File: config.mk
export PLATFORM = sky130hd
export DESIGN_NAME = cgfm_datapath
export DESIGN_NICKNAME = d
export VERILOG_FILES = /design/src/rtl/core/cross_gradient_focus_map_defines.svh /design/src/rtl/core/cgfm_pkg.sv /design/src/rtl/core/cgfm_datapath.sv
export SDC_FILE = /design/constraint.sdc
export NUM_CORES = 1
export LEC_CHECK = 0
export ABC_AREA = 0
export BUFFER_PORTS_ARGS = -buffer_cell sky130_fd_sc_hd__buf_2
export CORE_MARGIN = 4
export CORE_UTILIZATION = 45
export CTS_CLUSTER_SIZE = 25
export DETAILED_ROUTE_END_ITERATION = 10
export HOLD_SLACK_MARGIN = 0.06
export MAX_ROUTING_LAYER = met4
export PLACE_DENSITY = 0.77
export SLEW_MARGIN = 20
export SYNTH_ARGS = -nofsm -noshare
export SYNTH_HDL_FRONTEND = slang
export SYNTH_SLANG_ARGS = --single-unit
File: constraint.sdc
create_clock -name clk -period 19.5 [get_ports clk]
set_clock_uncertainty 0.2 [all_clocks]
set_input_delay 4.875 -clock clk [delete_from_list [all_inputs] [get_ports clk]]
set_output_delay 4.875 -clock clk [all_outputs]
set_load 0.05 [all_outputs]
File: src/rtl/core/cross_gradient_focus_map_defines.svh
// Assertion helpers for the cross gradient block.
// Each expects clk and rst_n in the scope where it is used.
`ifndef CROSS_GRADIENT_FOCUS_MAP_DEFINES_SVH
`define CROSS_GRADIENT_FOCUS_MAP_DEFINES_SVH

// Same-cycle implication.
`define CGFM_ASSERT_NOW(lbl, ante, cons, msg) \
  lbl: assert property (@(posedge clk) disable iff (!rst_n) (ante) |-> (cons)) \
    else $error(msg);

// Next-cycle implication.
`define CGFM_ASSERT_NEXT(lbl, ante, cons, msg) \
  lbl: assert property (@(posedge clk) disable iff (!rst_n) (ante) |=> (cons)) \
    else $error(msg);

`endif

File: src/rtl/core/cgfm_pkg.sv
package cgfm_pkg;

  localparam int CGFM_MAX_WIDTH  = 4096;
  localparam int CGFM_MAX_HEIGHT = 4096;
  localparam int CFG_W           = 13;
  localparam int PIX_W           = 8;
  localparam int ROW_W           = 12;
  localparam int OUT_DEPTH       = 3;

  localparam logic [CFG_W-1:0] WIDTH_RESET  = 13'd640;
  localparam logic [CFG_W-1:0] HEIGHT_RESET = 13'd480;
  localparam logic [PIX_W-1:0] SAT_LIMIT    = 8'd255;

  localparam logic KIND_PIXEL = 1'b0;
  localparam logic KIND_DRAIN = 1'b1;

  typedef enum logic {
    REG_FRAME_WIDTH  = 1'b0,
    REG_FRAME_HEIGHT = 1'b1
  } cfg_reg_t;

  typedef struct packed {
    logic             kind;
    logic [PIX_W-1:0] pixel;
  } in_t;

  typedef struct packed {
    logic [PIX_W-1:0] gradient;
    logic             frame_end;
  } out_t;

  // one line buffer column: two rows back and one row back
  typedef struct packed {
    logic [PIX_W-1:0] above;
    logic [PIX_W-1:0] middle;
  } line_pair_t;

  // control of the transaction held in the memory read stage
  typedef struct packed {
    logic valid;
    logic pix;
    logic emit;
    logic interior;
    logic frame_end;
  } s1_ctl_t;

  function automatic logic [PIX_W-1:0] absdiff(input logic [PIX_W-1:0] a,
                                               input logic [PIX_W-1:0] b);
    absdiff = (a > b) ? (a - b) : (b - a);
  endfunction

endpackage

File: src/rtl/core/cgfm_datapath.sv
module cgfm_datapath #(
  parameter int MAX_WIDTH = cgfm_pkg::CGFM_MAX_WIDTH
) (
  input  logic                         clk,
  input  logic                         rst_n,
  input  cgfm_pkg::s1_ctl_t            s1_ctl,
  input  logic [cgfm_pkg::PIX_W-1:0]   s1_pixel,
  input  logic [$clog2(MAX_WIDTH)-1:0] s1_col,
  input  logic [$clog2(MAX_WIDTH)-1:0] s1_oc,
  input  logic [$clog2(MAX_WIDTH)-1:0] s1_ocm1,
  input  logic [$clog2(MAX_WIDTH)-1:0] s1_ocp1,
  input  cgfm_pkg::line_pair_t         rd_col_pair,
  input  cgfm_pkg::line_pair_t         rd_oc_pair,
  input  cgfm_pkg::line_pair_t         rd_ocm1_pair,
  input  cgfm_pkg::line_pair_t         rd_ocp1_pair,
  output logic                         wr_en,
  output logic [$clog2(MAX_WIDTH)-1:0] wr_addr,
  output cgfm_pkg::line_pair_t         wr_data,
  output logic                         push,
  output cgfm_pkg::out_t               push_data
);
  import cgfm_pkg::*;

  localparam int CW = $clog2(MAX_WIDTH);

  // write of the previous cycle, missed by reads issued at the same edge
  logic             fw_valid_r, fw_valid_nxt;
  logic [CW-1:0]    fw_addr_r;
  line_pair_t       fw_data_r;
  logic [PIX_W-1:0] evicted_r, evicted_nxt;

  line_pair_t       col_pair, oc_pair, ocm1_pair, ocp1_pair;
  logic [PIX_W:0]   grad_sum;
  logic [PIX_W-1:0] grad_sat;

  assign col_pair  = (fw_valid_r && (s1_col  == fw_addr_r)) ? fw_data_r : rd_col_pair;
  assign oc_pair   = (fw_valid_r && (s1_oc   == fw_addr_r)) ? fw_data_r : rd_oc_pair;
  assign ocm1_pair = (fw_valid_r && (s1_ocm1 == fw_addr_r)) ? fw_data_r : rd_ocm1_pair;
  assign ocp1_pair = (fw_valid_r && (s1_ocp1 == fw_addr_r)) ? fw_data_r : rd_ocp1_pair;

  // above comes from the pixel evicted by the last earlier pixel transaction
  assign grad_sum = {1'b0, absdiff(evicted_r, oc_pair.middle)} +
                    {1'b0, absdiff(ocp1_pair.middle, ocm1_pair.above)};
  assign grad_sat = grad_sum[PIX_W] ? SAT_LIMIT : grad_sum[PIX_W-1:0];

  // shift the column down one row and drop the new pixel in
  assign wr_en          = s1_ctl.valid && s1_ctl.pix;
  assign wr_addr        = s1_col;
  assign wr_data.above  = col_pair.middle;
  assign wr_data.middle = s1_pixel;

  assign push                = s1_ctl.valid && s1_ctl.emit;
  assign push_data.gradient  = s1_ctl.interior ? grad_sat : '0;
  assign push_data.frame_end = s1_ctl.frame_end;

  assign fw_valid_nxt = wr_en;
  assign evicted_nxt  = wr_en ? col_pair.above : evicted_r;

  always_ff @(posedge clk) begin
    if (!rst_n) begin
      fw_valid_r <= 1'b0;
      evicted_r  <= '0;
    end else begin
      fw_valid_r <= fw_valid_nxt;
      evicted_r  <= evicted_nxt;
    end
  end

  always_ff @(posedge clk) begin
    if (wr_en) begin
      fw_addr_r <= wr_addr;
      fw_data_r <= wr_data;
    end
  end

endmodule

==> reports/metrics.cfg <==
[pwr]
netSwitchingFraction = 0.4432
sequentialPowerShare = 0.288
combPwrFrac = 0.557
powerDensity_nw_per_um2 = 69.98
leakage_nw = 2.325
p_sw_uw = 148.7
peakVddDrop_mv = 0.05316
p_int_uw = 186.9
p_clk_frac = 0.155

[routing]
antenna_left = 0
drc = 0
drt_first_pass_iters = 5
drt_iter0_drc = 149
drt-vias-per-instance = 5.537
via_count = 3549
routed_wl_um = 11030
wl_per_cell_um = 17.20

[setup_path]
worstSetupStartpointType = input port
crit_chain = buf_2, xnor2_1, nand4_1, nor4_1, nand4_1, mux2_2, ha_1, a211oi_1, o21bai_1, o21ai_2, mux2i_1, fa_1, a21o_1, a21oi_1, o21bai_1, a211oi_1, nor2_1, o21a_1, buf_2
critPathCaptureType = output pin
cp_data_arrival_time_ns = 10.11
cpMaxStageDelayCell = nand4_1
cp.required_ns = 14.43
cp_slowest_stage_delay_ns = 0.54
rr_worst_depth = 4
path_class = input port to output pin
path_max_fanout = 10

[floorplan]
start_util = 0.4709
rows = 34
coreArea_sq_um = 8891
die_area_sq_um = 10910
dieWidth_um = 104.5
io_pins = 166
dieHeight_um = 104.5

[clock_tree]
cts_resized = 0
hold_buffers = 0
path_clk_slew_ns = 0.08
cts_buffers = 5
cts-root-buf = clkbuf_8
cts_setup_buffers = 0
clk_latency_ns = 0.29
clock_sinks = 37
htree_num_levels = 2
cts_tree = done
cts_max_path_buffers = 2

[global_routing]
grt_max_degree = 46
first_global_vias = 3686
grt_remaining_overflow = 0
grt_pass1_wl_um = 17470
antenna_found_initial = 0
grt_usage = 0.2019

[yosys]
synth_common_cells = xnor2_1, ha_1, inv_1, buf_4, edfxtp_1
synth.most_common_cell = xnor2_1
synth_area_leaders = edfxtp_1, ha_1, xnor2_1
avgSynthCellArea_sq_um = 9.828
ys_seq_elements = 37
synth.largest_area_cell = edfxtp_1
synthCells = 426
syn_nets = 596
netlist-cell-type-count = 59
synth-edff-count = 28
yosysWarnings = 0
async_flop_share = 0
yosysTopAreaCellShare = 0.2008
syn_area_sq_um = 4187
seq_area_frac_synth = 0.2439
synth-main-ff-cell = edfxtp_1

[sta]
worstMarginPinSlew_ns = 0.9389
final-setup-viol-count = 0
finalHoldViolations = 0
rsz0062_at_grt = no
drv_slew = 0
tns_ns = 0
max-slew-margin-rel = 0.3741
fin_crit_sh = 0.7789
period_needed_ns = 15.19
fmax_mhz = 65.84

[flow_run]
maxCapViolCount = 0

[place]
dp_hpwl_um = 9298
io_buffer_count = 139
routabilityCongestion = 0.9282
place_area_sq_um = 4712
dp.cells = 633

[min_path]
hold_path_depth = 1
hold_path_class = flip-flop to flip-flop

[status]
status = completed

[layout]
fin_nets = 702
drive_gt1_frac = 0.3415
final_cells = 641
stdcell_area_sq_um = 4796
areaGrowthSynthToFinish_pct = 14.55
diodes = 0

[sequential cells by signal, summed over array words and instances (netlist names)]
signal	count
fw_addr_r	12
evicted_r	8
fw_valid_r	1
fw_data_r	16
[final timing paths]
check | start | end | slack, ns
worst max-delay path | s1_oc[11] | push_data[4] | 4.31
worst min-delay path | evicted_r[0]$_SDFFE_PN0P_ | evicted_r[0]$_SDFFE_PN0P_ | 0.34
worst max register to register | fw_addr_r[4]$_DFFE_PP_ | fw_data_r[10]$_DFFE_PP_ | 16.82
worst min register to register | evicted_r[0]$_SDFFE_PN0P_ | evicted_r[0]$_SDFFE_PN0P_ | 0.34
[final cells by class]
class	instances	area, sq um
fillers	790	4095
flip-flops and latches	37	1021
multi-input cells	311	2718
well taps	108	135.1
inverters	38	142.6
clock inverters	2	11.26
repair buffers	139	695.7
clock buffers	6	72.57
[kinds of logic after synthesis]
| logic type | Yosys count | share of synthesized area |
|---|---|---|
| and+or+nand+nor | 74 | 0.1007 |
| DFF | 37 | 0.2439 |
| xor gates and xnor gates | 62 | 0.1297 |
| AOI/OAI and AO/OA | 79 | 0.1464 |
| adders and majority gates | 43 | 0.1375 |
| buffers and inverters | 78 | 0.1073 |
| muxes | 53 | 0.1345 |
[placed cells by master, fill, tap and decap left out, drive strengths merged, types with 6 or more instances in the layout]
cell type  synthesis  final
a21oi             17     17
inv               38     38
xnor2             43     43
nand4             12     12
dfxtp              9      9
o211a              8      8
nand2             17     17
buf               39    139
ha                38     38
edfxtp            28     28
clkbuf             1      6
o21a              10     10
xor2              19     19
mux2i             27     27
o21ai             12     12
nor2              11     11
mux2              26     26
nor2b              6      6
[per-layer routing]
| metal | wire length, um | track usage |
|---|---|---|
| met1 | 4733 | 0.2477 |
| met2 | 5524 | 0.3464 |
| met3 | 587 | 0.02607 |
| met4 | 180 | 0.06078 |
| met5 | 0 | - |
[power groups by stage]
stage | sequential (mW) | combinational (mW) | clock [mW]
floorplan | 0.0958 | 0.148 | 0
global placement | 0.0981 | 0.182 | 0
detailed placement | 0.0984 | 0.186 | 0
CTS | 0.0967 | 0.187 | 0.0526
global route | 0.0974 | 0.204 | 0.0570
finish | 0.0967 | 0.187 | 0.0519
[critical path, delay by kind of cell]
kind,cells,cell delay [ns]
compound gates,8,2.11
buf+inv,2,0.30
simple gates,4,1.06
fa+ha+maj,2,0.87
mux,2,0.73
xor+xnor,1,0.15
[per-stage QoR]
step / setup WS, ns / util / hold WS, ns / total power [mW]
floorplan: 5.133 / - / 0.2785 / 0.2435
global placement: 4.460 / 0.5300 / 0.3150 / 0.2798
detailed placement: 4.324 / 0.5300 / 0.3259 / 0.2844
CTS: 4.304 / 0.5394 / 0.3431 / 0.3367
global route: 3.814 / 0.5394 / 0.3764 / 0.3584
finish: 4.312 / 0.5394 / 0.3430 / 0.3356
No activity file was read; power rests on OpenSTA's default activity.
