--- src/rtl/core/cross_gradient_focus_map_defines.svh ---
// Assertion helpers for the cross gradient block.
// Each expects clk and rst_n in the scope where it is used.
`ifndef CROSS_GRADIENT_FOCUS_MAP_DEFINES_SVH
`define CROSS_GRADIENT_FOCUS_MAP_DEFINES_SVH

// Same-cycle implication.
`define CGFM_ASSERT_NOW(lbl, ante, cons, msg) \
  lbl: assert property (@(posedge clk) disable iff (!rst_n) (ante) |-> (cons)) \
    else $error(msg);

// Next-cycle implication.
`define CGFM_ASSERT_NEXT(lbl, ante, cons, msg) \
  lbl: assert property (@(posedge clk) disable iff (!rst_n) (ante) |=> (cons)) \
    else $error(msg);

`endif

--- src/rtl/core/cgfm_pkg.sv ---
package cgfm_pkg;

  localparam int CGFM_MAX_WIDTH  = 4096;
  localparam int CGFM_MAX_HEIGHT = 4096;
  localparam int CFG_W           = 13;
  localparam int PIX_W           = 8;
  localparam int ROW_W           = 12;
  localparam int OUT_DEPTH       = 3;

  localparam logic [CFG_W-1:0] WIDTH_RESET  = 13'd640;
  localparam logic [CFG_W-1:0] HEIGHT_RESET = 13'd480;
  localparam logic [PIX_W-1:0] SAT_LIMIT    = 8'd255;

  localparam logic KIND_PIXEL = 1'b0;
  localparam logic KIND_DRAIN = 1'b1;

  typedef enum logic {
    REG_FRAME_WIDTH  = 1'b0,
    REG_FRAME_HEIGHT = 1'b1
  } cfg_reg_t;

  typedef struct packed {
    logic             kind;
    logic [PIX_W-1:0] pixel;
  } in_t;

  typedef struct packed {
    logic [PIX_W-1:0] gradient;
    logic             frame_end;
  } out_t;

  // one line buffer column: two rows back and one row back
  typedef struct packed {
    logic [PIX_W-1:0] above;
    logic [PIX_W-1:0] middle;
  } line_pair_t;

  // control of the transaction held in the memory read stage
  typedef struct packed {
    logic valid;
    logic pix;
    logic emit;
    logic interior;
    logic frame_end;
  } s1_ctl_t;

  function automatic logic [PIX_W-1:0] absdiff(input logic [PIX_W-1:0] a,
                                               input logic [PIX_W-1:0] b);
    absdiff = (a > b) ? (a - b) : (b - a);
  endfunction

endpackage

--- src/rtl/core/cgfm_ctrl.sv ---
module cgfm_ctrl #(
  parameter int MAX_WIDTH = cgfm_pkg::CGFM_MAX_WIDTH
) (
  input  logic                         clk,
  input  logic                         rst_n,
  input  logic                         cfg_wr,
  input  cgfm_pkg::cfg_reg_t           cfg_index,
  input  logic [cgfm_pkg::CFG_W-1:0]   cfg_data,
  input  logic                         in_accept,
  input  cgfm_pkg::in_t                in_item,
  output logic [$clog2(MAX_WIDTH)-1:0] rd_col,
  output logic [$clog2(MAX_WIDTH)-1:0] rd_oc,
  output logic [$clog2(MAX_WIDTH)-1:0] rd_ocm1,
  output logic [$clog2(MAX_WIDTH)-1:0] rd_ocp1,
  output cgfm_pkg::s1_ctl_t            s1_ctl,
  output logic [cgfm_pkg::PIX_W-1:0]   s1_pixel,
  output logic [$clog2(MAX_WIDTH)-1:0] s1_col,
  output logic [$clog2(MAX_WIDTH)-1:0] s1_oc,
  output logic [$clog2(MAX_WIDTH)-1:0] s1_ocm1,
  output logic [$clog2(MAX_WIDTH)-1:0] s1_ocp1
);
  import cgfm_pkg::*;

  localparam int CW = $clog2(MAX_WIDTH);
  localparam int WW = $clog2(MAX_WIDTH + 1);
  localparam int EW = ((WW > CFG_W) ? WW : CFG_W) + 1;
  localparam int PW = $clog2(MAX_WIDTH + 3);
  localparam int KW = ((PW > EW) ? PW : EW) + 1;
  localparam logic [EW-1:0]    W_MAX    = EW'(MAX_WIDTH);
  localparam logic [CFG_W-1:0] H_MAX    = CFG_W'(CGFM_MAX_HEIGHT);
  localparam logic [PW-1:0]    PEND_MAX = PW'(MAX_WIDTH + 2);

  logic [CFG_W-1:0] frame_width_r,  frame_width_nxt;
  logic [CFG_W-1:0] frame_height_r, frame_height_nxt;
  logic [CW-1:0]    in_column_r,    in_column_nxt;
  logic [ROW_W-1:0] in_row_r,       in_row_nxt;
  logic [CW-1:0]    out_column_r,   out_column_nxt;
  logic [ROW_W-1:0] out_row_r,      out_row_nxt;
  logic [PW-1:0]    pending_r,      pending_nxt;

  s1_ctl_t          s1_ctl_r,  s1_ctl_nxt;
  logic [PIX_W-1:0] s1_pixel_r;
  logic [CW-1:0]    s1_col_r, s1_oc_r, s1_ocm1_r, s1_ocp1_r;

  logic [EW-1:0]    fw_ext;
  logic [EW-1:0]    w_eff;
  logic [CFG_W-1:0] h_eff;
  logic [CW-1:0]    c, c_adv, oc, oc_adv;
  logic [ROW_W-1:0] r, r_adv, orow, orow_adv;
  logic             c_last, r_last, oc_last, orow_last;
  logic [PW-1:0]    pend_inc;
  logic             is_pix, emit, interior, frame_end;

  // clamp the registers to the usable range
  assign fw_ext = EW'(frame_width_r);
  assign w_eff  = (fw_ext == '0) ? EW'(1) : ((fw_ext > W_MAX) ? W_MAX : fw_ext);
  assign h_eff  = (frame_height_r == '0) ? CFG_W'(1) :
                  ((frame_height_r > H_MAX) ? H_MAX : frame_height_r);

  // wrap positions that lie beyond the current bounds
  assign c    = (EW'(in_column_r) >= w_eff) ? '0 : in_column_r;
  assign r    = (CFG_W'(in_row_r) >= h_eff) ? '0 : in_row_r;
  assign oc   = (EW'(out_column_r) >= w_eff) ? '0 : out_column_r;
  assign orow = (CFG_W'(out_row_r) >= h_eff) ? '0 : out_row_r;

  assign c_last    = (EW'(c) + EW'(1)) >= w_eff;
  assign r_last    = (CFG_W'(r) + CFG_W'(1)) >= h_eff;
  assign oc_last   = (EW'(oc) + EW'(1)) >= w_eff;
  assign orow_last = (CFG_W'(orow) + CFG_W'(1)) >= h_eff;

  assign c_adv    = c_last ? '0 : c + CW'(1);
  assign r_adv    = c_last ? (r_last ? '0 : r + ROW_W'(1)) : r;
  assign oc_adv   = oc_last ? '0 : oc + CW'(1);
  assign orow_adv = oc_last ? (orow_last ? '0 : orow + ROW_W'(1)) : orow;

  assign is_pix   = (in_item.kind == KIND_PIXEL);
  assign pend_inc = (pending_r < PEND_MAX) ? pending_r + PW'(1) : pending_r;
  assign emit     = is_pix ? (KW'(pend_inc) > (KW'(w_eff) + KW'(1))) : (pending_r != '0);

  assign interior  = (orow != '0) && ((CFG_W'(orow) + CFG_W'(1)) < h_eff) &&
                     (oc != '0) && ((EW'(oc) + EW'(1)) < w_eff);
  assign frame_end = ((CFG_W'(orow) + CFG_W'(1)) == h_eff) &&
                     ((EW'(oc) + EW'(1)) == w_eff);

  // addresses for the reads issued with the transaction
  assign rd_col  = c;
  assign rd_oc   = oc;
  assign rd_ocm1 = oc - CW'(1);
  assign rd_ocp1 = oc + CW'(1);

  always_comb begin
    frame_width_nxt  = frame_width_r;
    frame_height_nxt = frame_height_r;
    if (cfg_wr) begin
      unique case (cfg_index)
        REG_FRAME_WIDTH:  frame_width_nxt  = cfg_data;
        REG_FRAME_HEIGHT: frame_height_nxt = cfg_data;
        default: ;
      endcase
    end
  end

  always_comb begin
    in_column_nxt  = in_column_r;
    in_row_nxt     = in_row_r;
    out_column_nxt = out_column_r;
    out_row_nxt    = out_row_r;
    pending_nxt    = pending_r;
    if (in_accept) begin
      in_column_nxt  = is_pix ? c_adv : c;
      in_row_nxt     = is_pix ? r_adv : r;
      out_column_nxt = emit ? oc_adv : oc;
      out_row_nxt    = emit ? orow_adv : orow;
      if (is_pix) begin
        pending_nxt = emit ? pend_inc - PW'(1) : pend_inc;
      end else begin
        pending_nxt = emit ? pending_r - PW'(1) : pending_r;
      end
    end
  end

  always_comb begin
    s1_ctl_nxt           = s1_ctl_r;
    s1_ctl_nxt.valid     = in_accept;
    if (in_accept) begin
      s1_ctl_nxt.pix       = is_pix;
      s1_ctl_nxt.emit      = emit;
      s1_ctl_nxt.interior  = interior;
      s1_ctl_nxt.frame_end = frame_end;
    end
  end

  always_ff @(posedge clk) begin
    if (!rst_n) begin
      frame_width_r  <= WIDTH_RESET;
      frame_height_r <= HEIGHT_RESET;
      in_column_r    <= '0;
      in_row_r       <= '0;
      out_column_r   <= '0;
      out_row_r      <= '0;
      pending_r      <= '0;
      s1_ctl_r       <= '0;
    end else begin
      frame_width_r  <= frame_width_nxt;
      frame_height_r <= frame_height_nxt;
      in_column_r    <= in_column_nxt;
      in_row_r       <= in_row_nxt;
      out_column_r   <= out_column_nxt;
      out_row_r      <= out_row_nxt;
      pending_r      <= pending_nxt;
      s1_ctl_r       <= s1_ctl_nxt;
    end
  end

  always_ff @(posedge clk) begin
    if (in_accept) begin
      s1_pixel_r <= in_item.pixel;
      s1_col_r   <= c;
      s1_oc_r    <= oc;
      s1_ocm1_r  <= rd_ocm1;
      s1_ocp1_r  <= rd_ocp1;
    end
  end

  assign s1_ctl   = s1_ctl_r;
  assign s1_pixel = s1_pixel_r;
  assign s1_col   = s1_col_r;
  assign s1_oc    = s1_oc_r;
  assign s1_ocm1  = s1_ocm1_r;
  assign s1_ocp1  = s1_ocp1_r;

endmodule

--- config.mk ---
export PLATFORM = sky130hd
export DESIGN_NAME = cgfm_ctrl
export DESIGN_NICKNAME = d
export VERILOG_FILES = /design/src/rtl/core/cross_gradient_focus_map_defines.svh /design/src/rtl/core/cgfm_pkg.sv /design/src/rtl/core/cgfm_ctrl.sv
export SDC_FILE = /design/constraint.sdc
export NUM_CORES = 1
export LEC_CHECK = 0
export ABC_AREA = 0
export BUFFER_PORTS_ARGS = -buffer_cell sky130_fd_sc_hd__buf_4
export CAP_MARGIN = 20
export CORE_MARGIN = 4
export CORE_UTILIZATION = 40
export DETAILED_ROUTE_END_ITERATION = 10
export SYNTH_ARGS = -nofsm -noshare
export SYNTH_HDL_FRONTEND = slang
export SYNTH_SLANG_ARGS = --single-unit
--- constraint.sdc ---
create_clock -name clk -period 16.15 [get_ports clk]
set_input_delay 0 -clock clk [delete_from_list [all_inputs] [get_ports clk]]
set_output_delay 0 -clock clk [all_outputs]
set_load 0.05 [all_outputs]
==> reports/results.ini, run 1 <==
[clocking]
htree_levels = 4
cts_tree = yes
cts.sinks = 135
ctsHoldBuffers = 27
path_clk_slew_ns = 0.07
numCtsBuffers = 17
ctsResizeCount = 0
clk_path_buf_depth = 2
root_buffer = clkbuf_16
cts_setup_buffers = 0
clock_latency_ns = 0.43

[setup_path]
reg2reg_setup_slack_ns = 9.23
crit_slowest_cell = dfxtp_1
cp_data_required_time_ns = 16.51
critPathArrivalTime_ns = 7.29
crit_chain = inv_1 > nand2_1 > ha_1 > a21o_1 > a21o_1 > a2111oi_4 > a311o_2 > nand2_1 > inv_1 > ha_1 > nand3_1 > nor2_1 > and3_1 > and3_1 > xnor2_1 > nor2_1 > ha_1 > nand4_1 > nor4_1 > o41ai_2 > nand2b_2 > nor2b_2 > nor4b_4 > a22o_1
critical-path-max-stage-delay_ns = 0.60
crit_top_cell = ha_1
cp-end-kind = flop
crit_fanout = 18
reg2reg_depth = 24
cp-start-kind = flop
crit_type = flop to flop

[sta]
fin_crit_ns = 6.923
tns_ns = 0
slew_headroom_pct = 38.33
period_share_pct = 42.87
max_freq_mhz = 144.5
hold_viol = 0
rsz0062_at_grt = false
setup_ws_ns = 9.227
finalMaxSlewViolations = 0
setup_violations = 0
clock_skew_ns = 0.01968
worst_slew_pin_slew_ns = 0.9250

[synth]
synth-async-reset-ratio_pct = 0
yosysSeqAreaShare_pct = 35.10
synthesis.nets = 1186
ys_warn_count = 0
yosysTopAreaCell = edfxtp_1
syn_inst = 1061
synth_cell_types = 82
synth-edff-count = 55
yosysTopAreaCellShare_pct = 17.82
synth_area_um2 = 9268
synth_common_cells = nand2_1 (165), ha_1 (98), nor2_1 (83), dfxtp_1 (80), a21oi_1 (67)
ys_ff_latch = 135
syn-mean-instance-area_um2 = 8.735
synthFlopType = dfxtp_1
yosysMostFrequentCell = nand2_1
synth.area.top_cells = edfxtp_1 (18%), dfxtp_1 (17%), ha_1 (13%), nand2_1 (6.7%), xnor2_1 (4.0%)

[drt]
wl_um = 26980
wl_per_cell_um = 18.10
vias = 8388
drt_pass1_iterations = 5
drtIter0Drc = 654
drc = 0
vias_per_cell = 5.626
final_antenna_net_count = 0

[floorplanning]
start_util_pct = 40.81
rows = 55
ios = 136
die_x_um = 160.2
core_um2 = 22710
die_area_um2 = 25670
die_height_um = 160.2

[power]
power_density_nw_per_um2 = 132.7
vdd_ir_drop_max_uv = 72.25
p_leak_nw = 4.915

[global_route]
grt_usage_pct = 20.70
grt_max_degree = 47
grt_overflow = 0
grt_pass1_vias = 8042
antenna_found_initial = 0
grt_pass1_wl_um = 43330

[layout]
synthToLayoutAreaGrowth_pct = 21.78
num-nets-final = 1318
diodes = 0
drive_gt1_share_pct = 16.92

[worst_hold_path]
hold_path_depth = 1
hold_class = input port to flop

[placement]
port_buffers = 135
dp_hpwl_um = 19680
gp_congestion = 0.8741
pre_cts_slack_ns = 9.299

[status]
outcome = completed

[job]
maxCapViolCount = 0

## cell usage in the layout, fill, tap and decap left out, types with 6 or more instances in the layout
cell type | synthesis | final
dfxtp_1 | 80 | 80
a22oi_1 | 13 | 13
and3_1 | 22 | 22
nor2b_1 | 10 | 10
o21ai_0 | 32 | 32
inv_1 | 38 | 38
nand3_1 | 44 | 44
buf_4 | 6 | 140
clkbuf_16 | 0 | 18
o22ai_1 | 6 | 6
xor2_1 | 21 | 21
nor2_1 | 83 | 83
a22o_1 | 12 | 12
a21o_1 | 16 | 16
nor3_1 | 22 | 22
edfxtp_1 | 55 | 55
xnor2_1 | 42 | 42
nand2_1 | 165 | 165
nor4_1 | 12 | 12
nand4_1 | 18 | 18
ha_1 | 98 | 98
a21oi_1 | 67 | 67
dlygate4sd3_1 | 0 | 27
and2_1 | 22 | 22
nand2b_1 | 16 | 16
## critical path: cells and delay by family, from the launching register on
kind / cells / cell delay (ns)
AO/OA/AOI/OAI: 6 / 1.53
XOR/XNOR: 1 / 0.12
adder cells (fa/ha/maj): 3 / 0.87
buffers and inverters: 2 / 0.59
flip-flops: 1 / 0.60
AND/OR/NAND/NOR: 12 / 3.15
## flip-flops by register name, indices dropped and copies added, names as in the netlist
name / flops
frame_height_r: 13
frame_width_r: 13
in_column_r: 12
out_column_r: 12
out_row_r: 12
pending_r: 13
s1_col: 12
s1_ctl: 5
s1_oc: 12
s1_ocm1: 12
s1_ocp1: 11
s1_pixel: 8
## area by class of cell
class | count | area (um^2)
timing repair buffer | 167 | 1321
inverter | 39 | 146.4
multi-input combinational | 833 | 5609
sequential | 135 | 3253
clock buffer | 20 | 457.9
fill | 2186 | 11420
clock inverter | 12 | 141.4
tap | 285 | 356.6
## metal layers
layer	wire [um]	part of all wire [%]	GRT usage [%]
met5	0	0	0
met4	469	1.7	6.101
met3	1612	6.0	3.639
met2	12140	45	33.12
met1	12770	47	28.72
## power by group
| group | internal [mW] | switching, mW |
|---|---|---|
| clock network | 0.239 | 0.164 |
| registers | 0.397 | 0.0535 |
| logic | 0.221 | 0.422 |
## metrics by stage
| step | total power, mW | cells | hold slack, ns | utilization, % | area [um^2] |
|---|---|---|---|---|---|
| 6_report | 1.498 | 1491 | 0.01248 | 49.70 | 11290 |
| 5_1_grt | 1.577 | 1491 | 0.01314 | 49.70 | 11290 |
| 4_1_cts | 1.500 | 1491 | 0.007016 | 49.70 | 11290 |
| 3_5_place_dp | 1.090 | 1432 | 0.1799 | 45.87 | 10420 |
| 3_3_place_gp | 1.085 | 1432 | 0.1781 | 45.87 | 10420 |
| 2_1_floorplan | 0.9322 | 1061 | 0.09887 | - | 9268 |
## path summary, 6_finish.rpt
kind	from	to
max	frame_width_r[12]	out_row_r[1]
min	in_accept	s1_oc[3]
max reg2reg	frame_width_r[12]	out_row_r[1]
min reg2reg	frame_height_r[0]	frame_height_r[0]
## logic make-up after synthesis
| family | Yosys count | share of synthesized area, % |
|---|---|---|
| muxes | 7 | 0.7965 |
| and+or+nand+nor | 451 | 24.09 |
| xor gates and xnor gates | 63 | 5.954 |
| buffers and inverters | 93 | 4.374 |
| AOI/OAI and AO/OA | 214 | 16.46 |
| DFF | 135 | 35.10 |
| adders and majority gates | 98 | 13.23 |
No activity file was read; power rests on OpenSTA's default activity.
==> run 2: changes to the inputs <==
Clock period 16.15 ns to 5.8 ns, I/O delays scaled along.
==> reports/results.ini, run 2 (same netlist as run 1, synthesis figures left out) <==
[setup_path]
critical-path-max-stage-delay_ns = 0.36
reg2reg_depth = 26
r2r-end = out_row_r[0]
reg2reg_from = frame_width_r[12]
cp-endpoint = out_row_r[0]
cp-start-kind = flop
crit_type = flop to flop
crit_slowest_cell = a2111oi_4
crit_fanout = 12
cp-end-kind = flop
cp_data_required_time_ns = 6.17
crit_start = frame_width_r[12]
critPathArrivalTime_ns = 5.75
reg2reg_setup_slack_ns = 0.42

[layout]
synthToLayoutAreaGrowth_pct = 24.50
finish.utilization_pct = 50.81
final_cell_mix = nand2_1 (164), buf_4 (163), ha_1 (97)
num-nets-final = 1343
diodes = 0
fillCellCount = 2157
final_common_cell = nand2_1
drive_gt1_share_pct = 19.98
reg_top3 = frame_height_r x13, frame_width_r x13, pending_r x13

[placement]
pre_cts_slack_ns = -0.05980
gp_congestion = 0.8756
port_buffers = 135
dp_hpwl_um = 20140

[clocking]
clock_latency_ns = 0.43
cts.sinks = 135
cts_tree = yes
clk_path_buf_depth = 2
numCtsBuffers = 17
htree_levels = 4
root_buffer = clkbuf_16
path_clk_slew_ns = 0.07

[sta]
rsz0062_at_grt = false
slew_headroom_pct = 34.82
hold_viol = 0
setup_ws_ns = 0.4155
finalMaxSlewViolations = 0
max_freq_mhz = 185.7
fin_crit_ns = 5.385
tns_ns = 0
period_share_pct = 92.84
worst_slew_pin_slew_ns = 0.9777
setup_violations = 0
clock_skew_ns = 0.01033

[power]
switching_power_mw = 1.794
pwr-share-comb_pct = 43.9
intPower_mw = 2.326
clkPwrFrac_pct = 25.7
vdd_ir_drop_max_uv = 161.8
p_seq_share_pct = 30.4
switching_share_pct = 43.55
power_density_nw_per_um2 = 357.1
p_leak_nw = 5.024

[worst_hold_path]
hold_path_depth = 4
hold_class = input port to flop
min_from = cfg_index

[drt]
drt_pass1_iterations = 5
vias_per_cell = 5.535
vias = 8391
wl_um = 26960
wl_per_cell_um = 17.78
final_antenna_net_count = 0
drc = 0
drtIter0Drc = 564

[global_route]
antenna_found_initial = 0
grt_max_degree = 46
grt_pass1_vias = 8005
grt_usage_pct = 20.89
grt_pass1_wl_um = 43560
grt_overflow = 0

[floorplanning]
die_x_um = 160.2
die_area_um2 = 25670
core_um2 = 22710
ios = 136
start_util_pct = 40.81
die_height_um = 160.2
rows = 55

[status]
outcome = completed

[job]
maxCapViolCount = 0

run 2: cell types whose count changed in the layout (fill, tap and decap cells not counted), sizes merged:
cell | before | now
clkbuf | 20 | 19
inv | 43 | 45
buf | 140 | 165
bufinv | 2 | 0
clkinvlp | 1 | 3
clkinv | 5 | 4
run 2: final cells by class:
class                           instances  area (um^2)  area share (%)
Sequential cell                       135         3253           28.19
Timing Repair Buffer                  192         1534           13.29
Tap cell                              285        356.6           3.090
Inverter                               39        153.9           1.334
Clock inverter                         13        106.4          0.9217
Multi-Input combinational cell        833         5670           49.14
Clock buffer                           19        464.2           4.023
run 2: worst max-delay path, delay by kind of cell, from the launching register on:
family	cells	cell delay [ns]
AO/OA/AOI/OAI	6	1.22
XOR/XNOR	1	0.14
adder cells (fa/ha/maj)	3	0.81
buffers and inverters	4	0.61
flip-flops	1	0.33
AND/OR/NAND/NOR	12	2.22
run 2: timing repair:
item | CTS | global route
pin swaps | 0 | 1
endpoints found under the hold margin | 36 | 0
setup endpoints to repair | 12 | 15
gates resized for setup | 0 | 6
hold buffers | 27 | 0
buffers inserted | 1 | 1
run 2: routing by layer:
metal | routed length, um | vias up | track usage [%] | part of all wire [%]
met1 | 12520 | 3944 | 28.28 | 46
met5 | 0 | - | 0 | 0
met3 | 1449 | 31 | 3.690 | 5.4
li1 | - | 4154 | - | -
met2 | 12470 | 262 | 33.97 | 46
met4 | 524 | 0 | 6.766 | 1.9
run 2: power groups by stage:
| stage | registers (mW) | logic, mW | clock network, mW |
|---|---|---|---|
| global placement | 1.27 | 1.76 | 0 |
| global route | 1.27 | 1.95 | 1.12 |
| detailed placement | 1.27 | 1.77 | 0 |
| floorplan | 1.35 | 1.25 | 0 |
| finish | 1.25 | 1.81 | 1.06 |
| CTS | 1.25 | 1.80 | 1.08 |
run 2: stage by stage:
stage	cells	power (mW)	area, um^2	hold WS, ns
final	1516	4.121	11540	0.04886
after global placement	1455	3.028	10630	0.1783
after global routing	1516	4.341	11540	0.06056
after CTS	1515	4.127	11490	0.03305
after detailed placement	1455	3.045	10630	0.1805
after floorplan	1061	2.603	9314	0.09887
run 2: worst min-delay path by stage:
stage | slack, ns | end
final | 0.05 | frame_width_r[3]
after global routing | 0.06 | s1_ctl[3]
after CTS | 0.03 | frame_width_r[3]
after detailed placement | 0.18 | s1_pixel[1]
after global placement | 0.18 | s1_pixel[0]
after floorplan | 0.1 | s1_pixel[0]
