`src/rtl/core/cross_gradient_focus_map_defines.svh`:
```
// Assertion helpers for the cross gradient block.
// Each expects clk and rst_n in the scope where it is used.
`ifndef CROSS_GRADIENT_FOCUS_MAP_DEFINES_SVH
`define CROSS_GRADIENT_FOCUS_MAP_DEFINES_SVH

// Same-cycle implication.
`define CGFM_ASSERT_NOW(lbl, ante, cons, msg) \
  lbl: assert property (@(posedge clk) disable iff (!rst_n) (ante) |-> (cons)) \
    else $error(msg);

// Next-cycle implication.
`define CGFM_ASSERT_NEXT(lbl, ante, cons, msg) \
  lbl: assert property (@(posedge clk) disable iff (!rst_n) (ante) |=> (cons)) \
    else $error(msg);

`endif

```
`src/rtl/core/cgfm_pkg.sv`:
```
package cgfm_pkg;

  localparam int CGFM_MAX_WIDTH  = 4096;
  localparam int CGFM_MAX_HEIGHT = 4096;
  localparam int CFG_W           = 13;
  localparam int PIX_W           = 8;
  localparam int ROW_W           = 12;
  localparam int OUT_DEPTH       = 3;

  localparam logic [CFG_W-1:0] WIDTH_RESET  = 13'd640;
  localparam logic [CFG_W-1:0] HEIGHT_RESET = 13'd480;
  localparam logic [PIX_W-1:0] SAT_LIMIT    = 8'd255;

  localparam logic KIND_PIXEL = 1'b0;
  localparam logic KIND_DRAIN = 1'b1;

  typedef enum logic {
    REG_FRAME_WIDTH  = 1'b0,
    REG_FRAME_HEIGHT = 1'b1
  } cfg_reg_t;

  typedef struct packed {
    logic             kind;
    logic [PIX_W-1:0] pixel;
  } in_t;

  typedef struct packed {
    logic [PIX_W-1:0] gradient;
    logic             frame_end;
  } out_t;

  // one line buffer column: two rows back and one row back
  typedef struct packed {
    logic [PIX_W-1:0] above;
    logic [PIX_W-1:0] middle;
  } line_pair_t;

  // control of the transaction held in the memory read stage
  typedef struct packed {
    logic valid;
    logic pix;
    logic emit;
    logic interior;
    logic frame_end;
  } s1_ctl_t;

  function automatic logic [PIX_W-1:0] absdiff(input logic [PIX_W-1:0] a,
                                               input logic [PIX_W-1:0] b);
    absdiff = (a > b) ? (a - b) : (b - a);
  endfunction

endpackage

```
`src/rtl/core/cgfm_out_fifo.sv`:
```
module cgfm_out_fifo (
  input  logic                                      clk,
  input  logic                                      rst_n,
  input  logic                                      push,
  input  cgfm_pkg::out_t                            push_data,
  input  logic                                      pop,
  output logic                                      head_valid,
  output cgfm_pkg::out_t                            head_data,
  output logic [$clog2(cgfm_pkg::OUT_DEPTH+1)-1:0]  count
);
  import cgfm_pkg::*;

  localparam int PTR_W = $clog2(OUT_DEPTH);
  localparam int CNT_W = $clog2(OUT_DEPTH + 1);
  localparam logic [PTR_W-1:0] PTR_LAST = PTR_W'(OUT_DEPTH - 1);

  out_t             slot_r [OUT_DEPTH];
  logic [PTR_W-1:0] wr_ptr_r, wr_ptr_nxt;
  logic [PTR_W-1:0] rd_ptr_r, rd_ptr_nxt;
  logic [CNT_W-1:0] count_r,  count_nxt;
  logic             do_pop;

  assign do_pop     = pop && (count_r != '0);
  assign wr_ptr_nxt = push ? ((wr_ptr_r == PTR_LAST) ? '0 : wr_ptr_r + PTR_W'(1)) : wr_ptr_r;
  assign rd_ptr_nxt = do_pop ? ((rd_ptr_r == PTR_LAST) ? '0 : rd_ptr_r + PTR_W'(1)) : rd_ptr_r;

  always_comb begin
    count_nxt = count_r;
    case ({push, do_pop})
      2'b10:   count_nxt = count_r + CNT_W'(1);
      2'b01:   count_nxt = count_r - CNT_W'(1);
      default: count_nxt = count_r;
    endcase
  end

  always_ff @(posedge clk) begin
    if (!rst_n) begin
      wr_ptr_r <= '0;
      rd_ptr_r <= '0;
      count_r  <= '0;
    end else begin
      wr_ptr_r <= wr_ptr_nxt;
      rd_ptr_r <= rd_ptr_nxt;
      count_r  <= count_nxt;
    end
  end

  always_ff @(posedge clk) begin
    if (push) begin
      slot_r[wr_ptr_r] <= push_data;
    end
  end

  assign head_valid = (count_r != '0);
  assign head_data  = slot_r[rd_ptr_r];
  assign count      = count_r;

endmodule

```
`config.mk`:
```
export PLATFORM = sky130hd
export DESIGN_NAME = cgfm_out_fifo
export DESIGN_NICKNAME = d
export VERILOG_FILES = /design/src/rtl/core/cross_gradient_focus_map_defines.svh /design/src/rtl/core/cgfm_pkg.sv /design/src/rtl/core/cgfm_out_fifo.sv
export SDC_FILE = /design/constraint.sdc
export NUM_CORES = 1
export LEC_CHECK = 0
export BUFFER_PORTS_ARGS = -buffer_cell sky130_fd_sc_hd__buf_2
export CAP_MARGIN = 20
export CORE_MARGIN = 3
export CORE_UTILIZATION = 35
export DETAILED_ROUTE_END_ITERATION = 6
export PLACE_DENSITY = 0.65
export SLEW_MARGIN = 20
export SYNTH_ARGS = -nofsm -noshare
export SYNTH_HDL_FRONTEND = slang
export SYNTH_SLANG_ARGS = --single-unit
```
`constraint.sdc`:
```
create_clock -name clk -period 1.6 [get_ports clk]
set_input_delay 0.08 -clock clk [delete_from_list [all_inputs] [get_ports clk]]
set_output_delay 0.08 -clock clk [all_outputs]
set_load 0.005 [all_outputs]
```
==> metrics.txt, run 1 <==
Layout Skew=slightly below 0.003 ns; DRT Pass-1 Iters=4; num rows=21; vias in the first global route=~810; Net Switching=about 0.00052 W; RSZ-0062 raised after global routing=no; WL final=about 2100 µm; Initial Utilization=a little under two fifths; crit share post-route=a little over 90%; clk_lat worst skew=~0.27 ns; fill count=332; Worst Setup EP=count[1]$_SDFFE_PN0P_; status=complete, no violations; Synth area leader=edfxtp_1; initial drt markers=61; CP cell instances=o21ai_1 > inv_1 > ha_1 > or3_1 > a21boi_1; worst flop-to-flop path endpoint=count[1]$_SDFFE_PN0P_; Comb pwr share=between 20% and 30%; H-tree depth=2; CP Launch Type=flip-flop; part of the power in the clock network=between 20 and 30%; CP Data Arrival Time=roughly 1.7 ns; die width=a little under 70 µm; Final nets=around 140; Pwr per Cell Area=roughly 1300 nW/µm²; Worst Hold Class=input port to flip-flop; fmax=approximately 670 MHz; largest net degree at the start of global routing=19; Post-Synthesis Cells=91; # Post-CTS Setup Buffers=0; Slew headroom=a little over three fifths; Setup TNS=0 ns; Crit Path Max Fanout=5; vias per cell=roughly 4.6; remaining antenna violation count=0; CTS Buffer Depth=2; diode count=0; area of the multi-input gates=~320 µm²; Net Sw Frac=24.6%; Final Hold Viols=0; Avg Synthesized Cell Area=between 10 and 15 µm²; clock-pin transition on the worst setup and hold timing paths=approximately 0.06 ns; # IOs=25; Port-buffer cells=24; share of the synthesized area in the top cell type=between 60% and 70%; average wire per standard cell=around 12 µm; final core utilization=a little under half; core area=3470 µm²; area growth from synthesis to layout=25.4%; worst-margin pin slew=~0.56 ns; fin area=between 1500 and 2000 µm²; sequential share of power=52.5%; worst r2r src=count[0]$_SDFFE_PN0P_; Peak supply drop=around 0.65 mV; Root Driver=clkbuf_8; CP required=between 1.5 and 2 ns; hpwl dp=between 1500 and 2000 µm; worst stage delay on the critical path=between 0.3 and 0.4 ns; chip height=67.2 µm; YS warnings=0; GRT Total Usage=10.9%; remaining global-route overflow=0; Synth Register Bits=35; leakage=roughly 0.61 nW; CTS Buf Count=5; top cells by area, synth=edfxtp_1 (62%), dfxtp_1 (12%), mux2i_1 (6.9%); layout cells sized above 1=27.7%; r2r setup slk=about 0.10 ns; Yosys cell types=21; Reg area=971 µm²; initial antenna violation count=0; Via Count=approximately 810; cell area after synthesis=1310 µm²; Post-Syn Nets=around 110; final setup vio count=0; minimum clock period=1.50 ns; TritonCTS Sinks=35; max-slew violations=0; drc violations=0; first-pass GRT wire length=roughly 3400 µm; DP Area=about 1500 µm²; P_int=0.00160 W; kind of critical path=flip-flop to flip-flop; Final GP Congestion=roughly 0.65; worst-path cell with the longest stage delay=or3_1; Worst Setup End Kind=flip-flop; post-cts resize count=0; Seq/Total Area, Yosys=between 70 and 80%; worst hold margin=just under 0.007 ns; CTS tree=yes; R2R depth=5; crit path launch=count[0]$_SDFFE_PN0P_; Die ar.=between 4000 and 5000 µm²; max-cap viol count=0
## worst max-delay path: cells and delay by family, from the launching register on
| kind | cells | cell delay (ns) |
|---|---|---|
| AOI/OAI and AO/OA | 2 | 0.32 |
| adders and majority gates | 1 | 0.31 |
| buffers and inverters | 1 | 0.06 |
| DFF | 1 | 0.36 |
| and+or+nand+nor | 1 | 0.38 |
## kinds of logic after synthesis
family	Yosys count	share of synthesized area (%)
compound gates	16	7.05
fa+ha+maj	1	0.953
mux	9	6.86
buf+inv	5	1.62
xor+xnor	2	1.33
simple gates	23	8.20
flops	35	74.0
## flip-flops by register name, summed over array words and instances (netlist names), named ones only
| name | cells |
|---|---|
| count | 2 |
| rd_ptr_r | 2 |
| slot_r | 27 |
| wr_ptr_r | 2 |
## Yosys cell counts (all sizes together)
| cell | number |
|---|---|
| edfxtp | 27 |
| nand2 | 13 |
| o21ai | 11 |
| mux2i | 9 |
| dfxtp | 8 |
| a21boi | 3 |
| buf | 2 |
| inv | 2 |
| nor2 | 2 |
| nor2b | 2 |
| o21a | 2 |
| or3 | 2 |
| xnor2 | 2 |
| and2 | 1 |
| clkbuf | 1 |
| ha | 1 |
| nor3 | 1 |
| or2 | 1 |
| or3b | 1 |
## layer usage
layer / GRT usage (%) / share of wire, % / wire length, µm / up-vias
met4: 7.59 / 1.8 / 37 / 0
li1: - / - / - / 403
met2: 17.7 / 49 / 1030 / 21
met5: 0 / 0 / 0 / -
met3: 3.99 / 7.0 / 148 / 5
met1: 11.8 / 42 / 887 / 376
## power by group through the flow
stage	combinational [W]	clock, W	sequential (W)
3_5_place_dp	0.000435	0	0.00113
4_1_cts	0.000444	0.000594	0.00111
2_1_floorplan	0.000259	0	0.00111
6_report	0.000433	0.000572	0.00111
5_1_grt	0.000485	0.000641	0.00112
3_3_place_gp	0.000419	0	0.00112
## per-stage QoR
stage	setup slack (ns)	total power, W	instances
floorplan	0.102	0.00137	91
global placement	0.186	0.00154	163
detailed placement	0.0974	0.00157	163
CTS	0.0879	0.00215	175
global route	0.00832	0.00225	176
finish	0.103	0.00212	176
## what timing repair did
action                                 in CTS  in global routing
setup endpoints to repair                   0                  0
endpoints found under the hold margin      10                  3
hold buffers                                4                  1
## cell type report
type / instances / share of cell area, %
clock buffers: 7 / 4.64
clock inverters: 1 / 0.304
inverters: 2 / 0.456
multi-input cells: 51 / 19.5
flip-flops and latches: 35 / 59.0
well taps: 46 / 3.50
repair buffers: 34 / 12.6
## placed cells by master (no fill, tap or decap), drive strengths merged, types with 2 or more instances in the layout
| cell type | instances |
|---|---|
| buf | 29 |
| edfxtp | 27 |
| nand2 | 13 |
| o21ai | 11 |
| mux2i | 9 |
| dfxtp | 8 |
| clkbuf | 7 |
| dlygate4sd3 | 5 |
| a21boi | 3 |
| nor2 | 2 |
| or3 | 2 |
| xnor2 | 2 |
| nor2b | 2 |
| o21a | 2 |
| inv | 2 |
## worst min path at each step
stage / startpoint / end / depth (start not counted)
after global routing: push_data[3] / slot_r[1][3]$_DFFE_PP_ / 1
after CTS: push_data[7] / slot_r[0][7]$_DFFE_PP_ / 1
after detailed placement: push_data[2] / slot_r[2][2]$_DFFE_PP_ / 1
final: push_data[6] / slot_r[1][6]$_DFFE_PP_ / 1
after global placement: push_data[5] / slot_r[2][5]$_DFFE_PP_ / 1
after floorplan: push_data[0] / slot_r[0][0]$_DFFE_PP_ / 0
Power figures use the tool's default switching activity.
==> run 2: changes to the inputs <==
- CORE_UTILIZATION: 35 -> 53
- CTS_BUF_LIST: default -> sky130_fd_sc_hd__clkbuf_16
- PLACE_DENSITY: 0.65 -> 0.87
==> metrics.txt, run 2 (synthesis results as in run 1) <==
num rows=17; CP top delay family=simple AND/OR/NAND/NOR gates; Final Hold Viols=0; max-slew violations=0; met2 WL=roughly 1100 µm; Min-Delay Path Depth=1; fmax=approximately 660 MHz; remaining antenna violation count=0; worst-path cell with the longest stage delay=or3_1; Reg area=~970 µm²; CTS Buffer Depth=2; CTS tree=yes; WL final=2210 µm; H-tree depth=2; Crit Path Max Fanout=5; Pwr per Cell Area=roughly 1600 nW/µm²; initial drt markers=17; worst-margin pin slew=roughly 0.53 ns; clk_lat worst skew=approximately 0.27 ns; worst stage delay on the critical path=roughly 0.39 ns; core area=between 2000 and 2500 µm²; Worst Hold Path EP=slot_r[1][1]$_DFFE_PP_; worst flop-to-flop path endpoint=count[1]$_SDFFE_PN0P_; hpwl dp=1510 µm; HP Start=push_data[1]; largest net degree at the start of global routing=19; Root Driver=clkbuf_16; CP Data Arrival Time=~1.7 ns; Initial Utilization=between 50% and 60%; Die ar.=around 3100 µm²; final setup vio count=0; layout cells sized above 1=between 30% and 40%; vias per cell=approximately 5.1; TritonCTS Sinks=35; max-cap viol count=0; fill count=150; die width=55.8 µm; uppermost layer routed=met4; crit share post-route=roughly 94%; diode count=0; clock-pin transition on the worst setup and hold timing paths=~0.05 ns; Slew headroom=roughly 64%; kind of critical path=flip-flop to flip-flop; r2r setup slk=between 0.09 and 0.1 ns; commonest non-fill, non-tap cells in the layout=edfxtp_1 (27), buf_2 (24), nand2_1 (13); Via Count=around 800; Worst Hold Class=input port to flip-flop; commonest non-fill, non-tap cell in the layout=edfxtp_1; met3 WL post-DR=between 100 and 150 µm; CP Launch Type=flip-flop; area of the multi-input gates=324 µm²; # Post-CTS Setup Buffers=0; average wire per standard cell=about 14 µm; met1 WL=slightly below 900 µm; status=complete, no violations; # IOs=25; leakage=around 0.63 nW; max reg flops=27; worst r2r src=count[1]$_SDFFE_PN0P_; minimum clock period=between 1.5 and 2 ns; worst path bufs/invs=1; remaining global-route overflow=0; Final GP Congestion=0.651; vias in the first global route=approximately 820; Worst Setup End Kind=flip-flop; R2R depth=5; DRT Pass-1 Iters=4; chip height=approximately 56 µm; Peak supply drop=1.56 mV; Top reg by flops=slot_r; drc violations=0; first-pass GRT wire length=about 3700 µm; Setup TNS=0 ns; CTS Buf Count=5; GRT Total Usage=16.6%; Final nets=140; CP cell instances=o21ai_2 > inv_1 > ha_1 > or3_1 > a21boi_1; CP required=~1.8 ns; Design Power=between 0.002 and 0.003 W; initial antenna violation count=0; area growth from synthesis to layout=27.9%; Layout Skew=approximately 0.002 ns; Port-buffer cells=24
[run 2: cell types whose count changed in the layout (fill, tap and decap cells not counted), sizes merged]
cell         previous run  this run
clkbuf                  7         5
clkinv                  1         2
bufinv                  0         1
dlygate4sd3             5         1
buf                    29        30
[run 2: worst max-delay path by stage]
stage	from	end	slack, ns	cells past startpoint
floorplan	count[0]$_SDFFE_PN0P_	count[1]$_SDFFE_PN0P_	0.10	5
global placement	count[0]$_SDFFE_PN0P_	count[1]$_SDFFE_PN0P_	0.19	5
detailed placement	count[0]$_SDFFE_PN0P_	count[1]$_SDFFE_PN0P_	0.06	5
CTS	count[0]$_SDFFE_PN0P_	count[1]$_SDFFE_PN0P_	0.03	5
global route	count[1]$_SDFFE_PN0P_	count[1]$_SDFFE_PN0P_	-0.007	5
finish	count[1]$_SDFFE_PN0P_	count[1]$_SDFFE_PN0P_	0.09	5
[run 2: repair_timing]
action,in CTS,in global routing
hold endpoints to repair,3,0
gates resized for setup,0,3
endpoints found under the setup margin,0,2
hold buffers,1,0
[run 2: power by group]
group	total, W	internal, W	leakage [nW]	switching (W)
Clock	0.00106	0.000725	0.0812	0.000330
Combinational	0.000427	0.000233	0.237	0.000195
Sequential	0.00114	0.00106	0.316	0.0000761
Total	0.00262	0.00202	0.635	0.000601
[run 2: through the flow]
stage / area [µm²] / utilization [%] / hold WS, ns / cells / setup slack (ns)
floorplan: 1310 / - / 0.179 / 91 / 0.102
global placement: 1500 / 65.9 / 0.278 / 146 / 0.188
detailed placement: 1500 / 65.9 / 0.282 / 146 / 0.0632
CTS: 1670 / 73.5 / 0.0000444 / 155 / 0.0284
global route: 1680 / 73.8 / 0.00121 / 155 / -0.00720
finish: 1680 / 73.8 / 0.00314 / 155 / 0.0907
[run 2: metal layers]
layer,vias up,track usage (%)
met5,-,0
met3,5,6.26
met2,16,27.5
met4,0,10.4
met1,377,17.6
li1,399,-
[run 2: final cells by class]
| cell class | instances | share of cell area, % |
|---|---|---|
| Clock buffer | 5 | 7.45 |
| Clock inverter | 3 | 2.31 |
| Inverter | 2 | 0.447 |
| Multi-Input combinational cell | 51 | 19.3 |
| Sequential cell | 35 | 58.0 |
| Tap cell | 28 | 2.09 |
| Timing Repair Buffer | 31 | 10.4 |
[run 2: worst reg2reg max path: stages, from the launching register on]
cell and delay [ns]:
dfxtp_1 0.34, o21ai_2 0.17, inv_1 0.06, ha_1 0.32, or3_1 0.39, a21boi_1 0.15
==> run 3: changes to the inputs <==
- MAX_ROUTING_LAYER: default -> met4
==> metrics.txt, run 3 (synthesis results as in run 1) <==
met1 WL=roughly 920 µm; leakage=roughly 0.63 nW; average wire per standard cell=14.2 µm; area growth from synthesis to layout=27.9%; TritonCTS Sinks=35; r2r setup slk=0.09 ns; worst stage delay on the critical path=between 0.3 and 0.4 ns; max-cap viol count=0; chip height=roughly 56 µm; Worst Hold Path EP=slot_r[1][1]$_DFFE_PP_; fill count=150; vias in the first global route=approximately 820; core area=~2300 µm²; Final GP Congestion=between 0.6 and 0.7; worst-path cell with the longest stage delay=or3_1; met3 WL post-DR=90 µm; fin area=about 1700 µm²; Via Count=roughly 790; max-slew violations=0; WL final=about 2200 µm; CP required=between 1.5 and 2 ns; CTS Buffer Depth=2; Final Hold Viols=0; drc violations=0; worst-margin pin slew=0.538 ns; worst flop-to-flop path endpoint=count[1]$_SDFFE_PN0P_; CTS tree=yes; area of the multi-input gates=~320 µm²; DRT Pass-1 Iters=4; Worst Setup End Kind=flip-flop; worst hold margin=around 0.006 ns; commonest non-fill, non-tap cell in the layout=edfxtp_1; Peak supply drop=1.55 mV; H-tree depth=2; Slew headroom=approximately 64%; clk_lat worst skew=0.27 ns; worst r2r src=count[1]$_SDFFE_PN0P_; Die ar.=just over 3000 µm²; uppermost layer routed=met4; Layout Skew=0.00204 ns; met2 WL=1130 µm; commonest non-fill, non-tap cells in the layout=edfxtp_1 (27), buf_2 (24), nand2_1 (13); minimum clock period=about 1.5 ns; fmax=663 MHz; Placed Cells=between 100 and 150; final std cells w/o fill=around 160; largest net degree at the start of global routing=19; Worst Hold Class=input port to flip-flop; Final nets=140; diode count=0; max reg flops=27; Initial Utilization=57.7%; crit share post-route=94.3%; CTS Buf Count=5; remaining global-route overflow=0; initial antenna violation count=0; Crit Path Max Fanout=5; Reg area=roughly 970 µm²; clock-pin transition on the worst setup and hold timing paths=approximately 0.05 ns; num rows=17; HP Start=push_data[1]; final setup vio count=0; Top reg by flops=slot_r; Root Driver=clkbuf_16; Port-buffer cells=24; remaining antenna violation count=0; Min-Delay Path Depth=1; vias per cell=approximately 5; initial drt markers=25; Pwr per Cell Area=between 1500 and 2000 nW/µm²; GRT Total Usage=between 10% and 20%; CP cell instances=o21ai_2 > inv_1 > ha_1 > or3_1 > a21boi_1; DP Area=between 1000 and 1500 µm²; status=complete, no violations; final core utilization=~74%; CP Data Arrival Time=1.71 ns; R2R depth=5; hpwl dp=about 1500 µm; layout cells sized above 1=between 30% and 40%; CP Launch Type=flip-flop; die width=between 50 and 60 µm; first-pass GRT wire length=3650 µm; # IOs=25; kind of critical path=flip-flop to flip-flop
[run 3: cell counts in the layout (fill, tap and decap cells not counted)]
Identical to the previous run, type by type.
[run 3: worst max path at each step]
stage | startpoint | to | slack [ns]
2_1_floorplan | count[0]$_SDFFE_PN0P_ | count[1]$_SDFFE_PN0P_ | 0.10
3_3_place_gp | count[0]$_SDFFE_PN0P_ | count[1]$_SDFFE_PN0P_ | 0.19
3_5_place_dp | count[0]$_SDFFE_PN0P_ | count[1]$_SDFFE_PN0P_ | 0.06
4_1_cts | count[0]$_SDFFE_PN0P_ | count[1]$_SDFFE_PN0P_ | 0.03
5_1_grt | count[1]$_SDFFE_PN0P_ | count[1]$_SDFFE_PN0P_ | -0.007
6_report | count[1]$_SDFFE_PN0P_ | count[1]$_SDFFE_PN0P_ | 0.09
[run 3: critical path, delay by kind of cell, from the launching register on]
kind / cells / cell delay [ns]
and+or+nand+nor: 1 / 0.39
DFF: 1 / 0.34
AOI/OAI and AO/OA: 2 / 0.32
adders and majority gates: 1 / 0.32
buffers and inverters: 1 / 0.06
[run 3: final cells by class]
type / count / area share, %
Timing Repair Buffer: 31 / 10.4
Tap cell: 28 / 2.09
Clock inverter: 3 / 2.31
Sequential cell: 35 / 58.0
Inverter: 2 / 0.447
Clock buffer: 5 / 7.45
Multi-Input combinational cell: 51 / 19.3
[run 3: routing by layer]
layer / up-vias / track usage [%]
li1: 399 / -
met1: 372 / 17.6
met2: 16 / 27.5
met3: 4 / 4.18
met4: 0 / 12.5
met5: - / -
[run 3: where the power goes]
group	switching, W	internal [W]	total, W
clock network	0.000326	0.000725	0.00105
registers	0.0000761	0.00106	0.00114
logic	0.000195	0.000233	0.000427
total	0.000597	0.00202	0.00262
[run 3: timing repair]
| action | in CTS | in global routing |
|---|---|---|
| endpoints found under the hold margin | 3 | 0 |
| resized for setup | 0 | 3 |
| endpoints found under the setup margin | 0 | 2 |
| buffers inserted | 0 | 0 |
| hold buffers | 1 | 0 |
[run 3: through the flow]
| stage | setup TNS (ns) | power, W | worst slack (ns) |
|---|---|---|---|
| 2_1_floorplan | 0 | 0.00137 | 0.102 |
| 3_3_place_gp | 0 | 0.00154 | 0.188 |
| 3_5_place_dp | 0 | 0.00157 | 0.0632 |
| 4_1_cts | 0 | 0.00263 | 0.0284 |
| 5_1_grt | -0.00720 | 0.00274 | -0.00720 |
| 6_report | 0 | 0.00262 | 0.0908 |
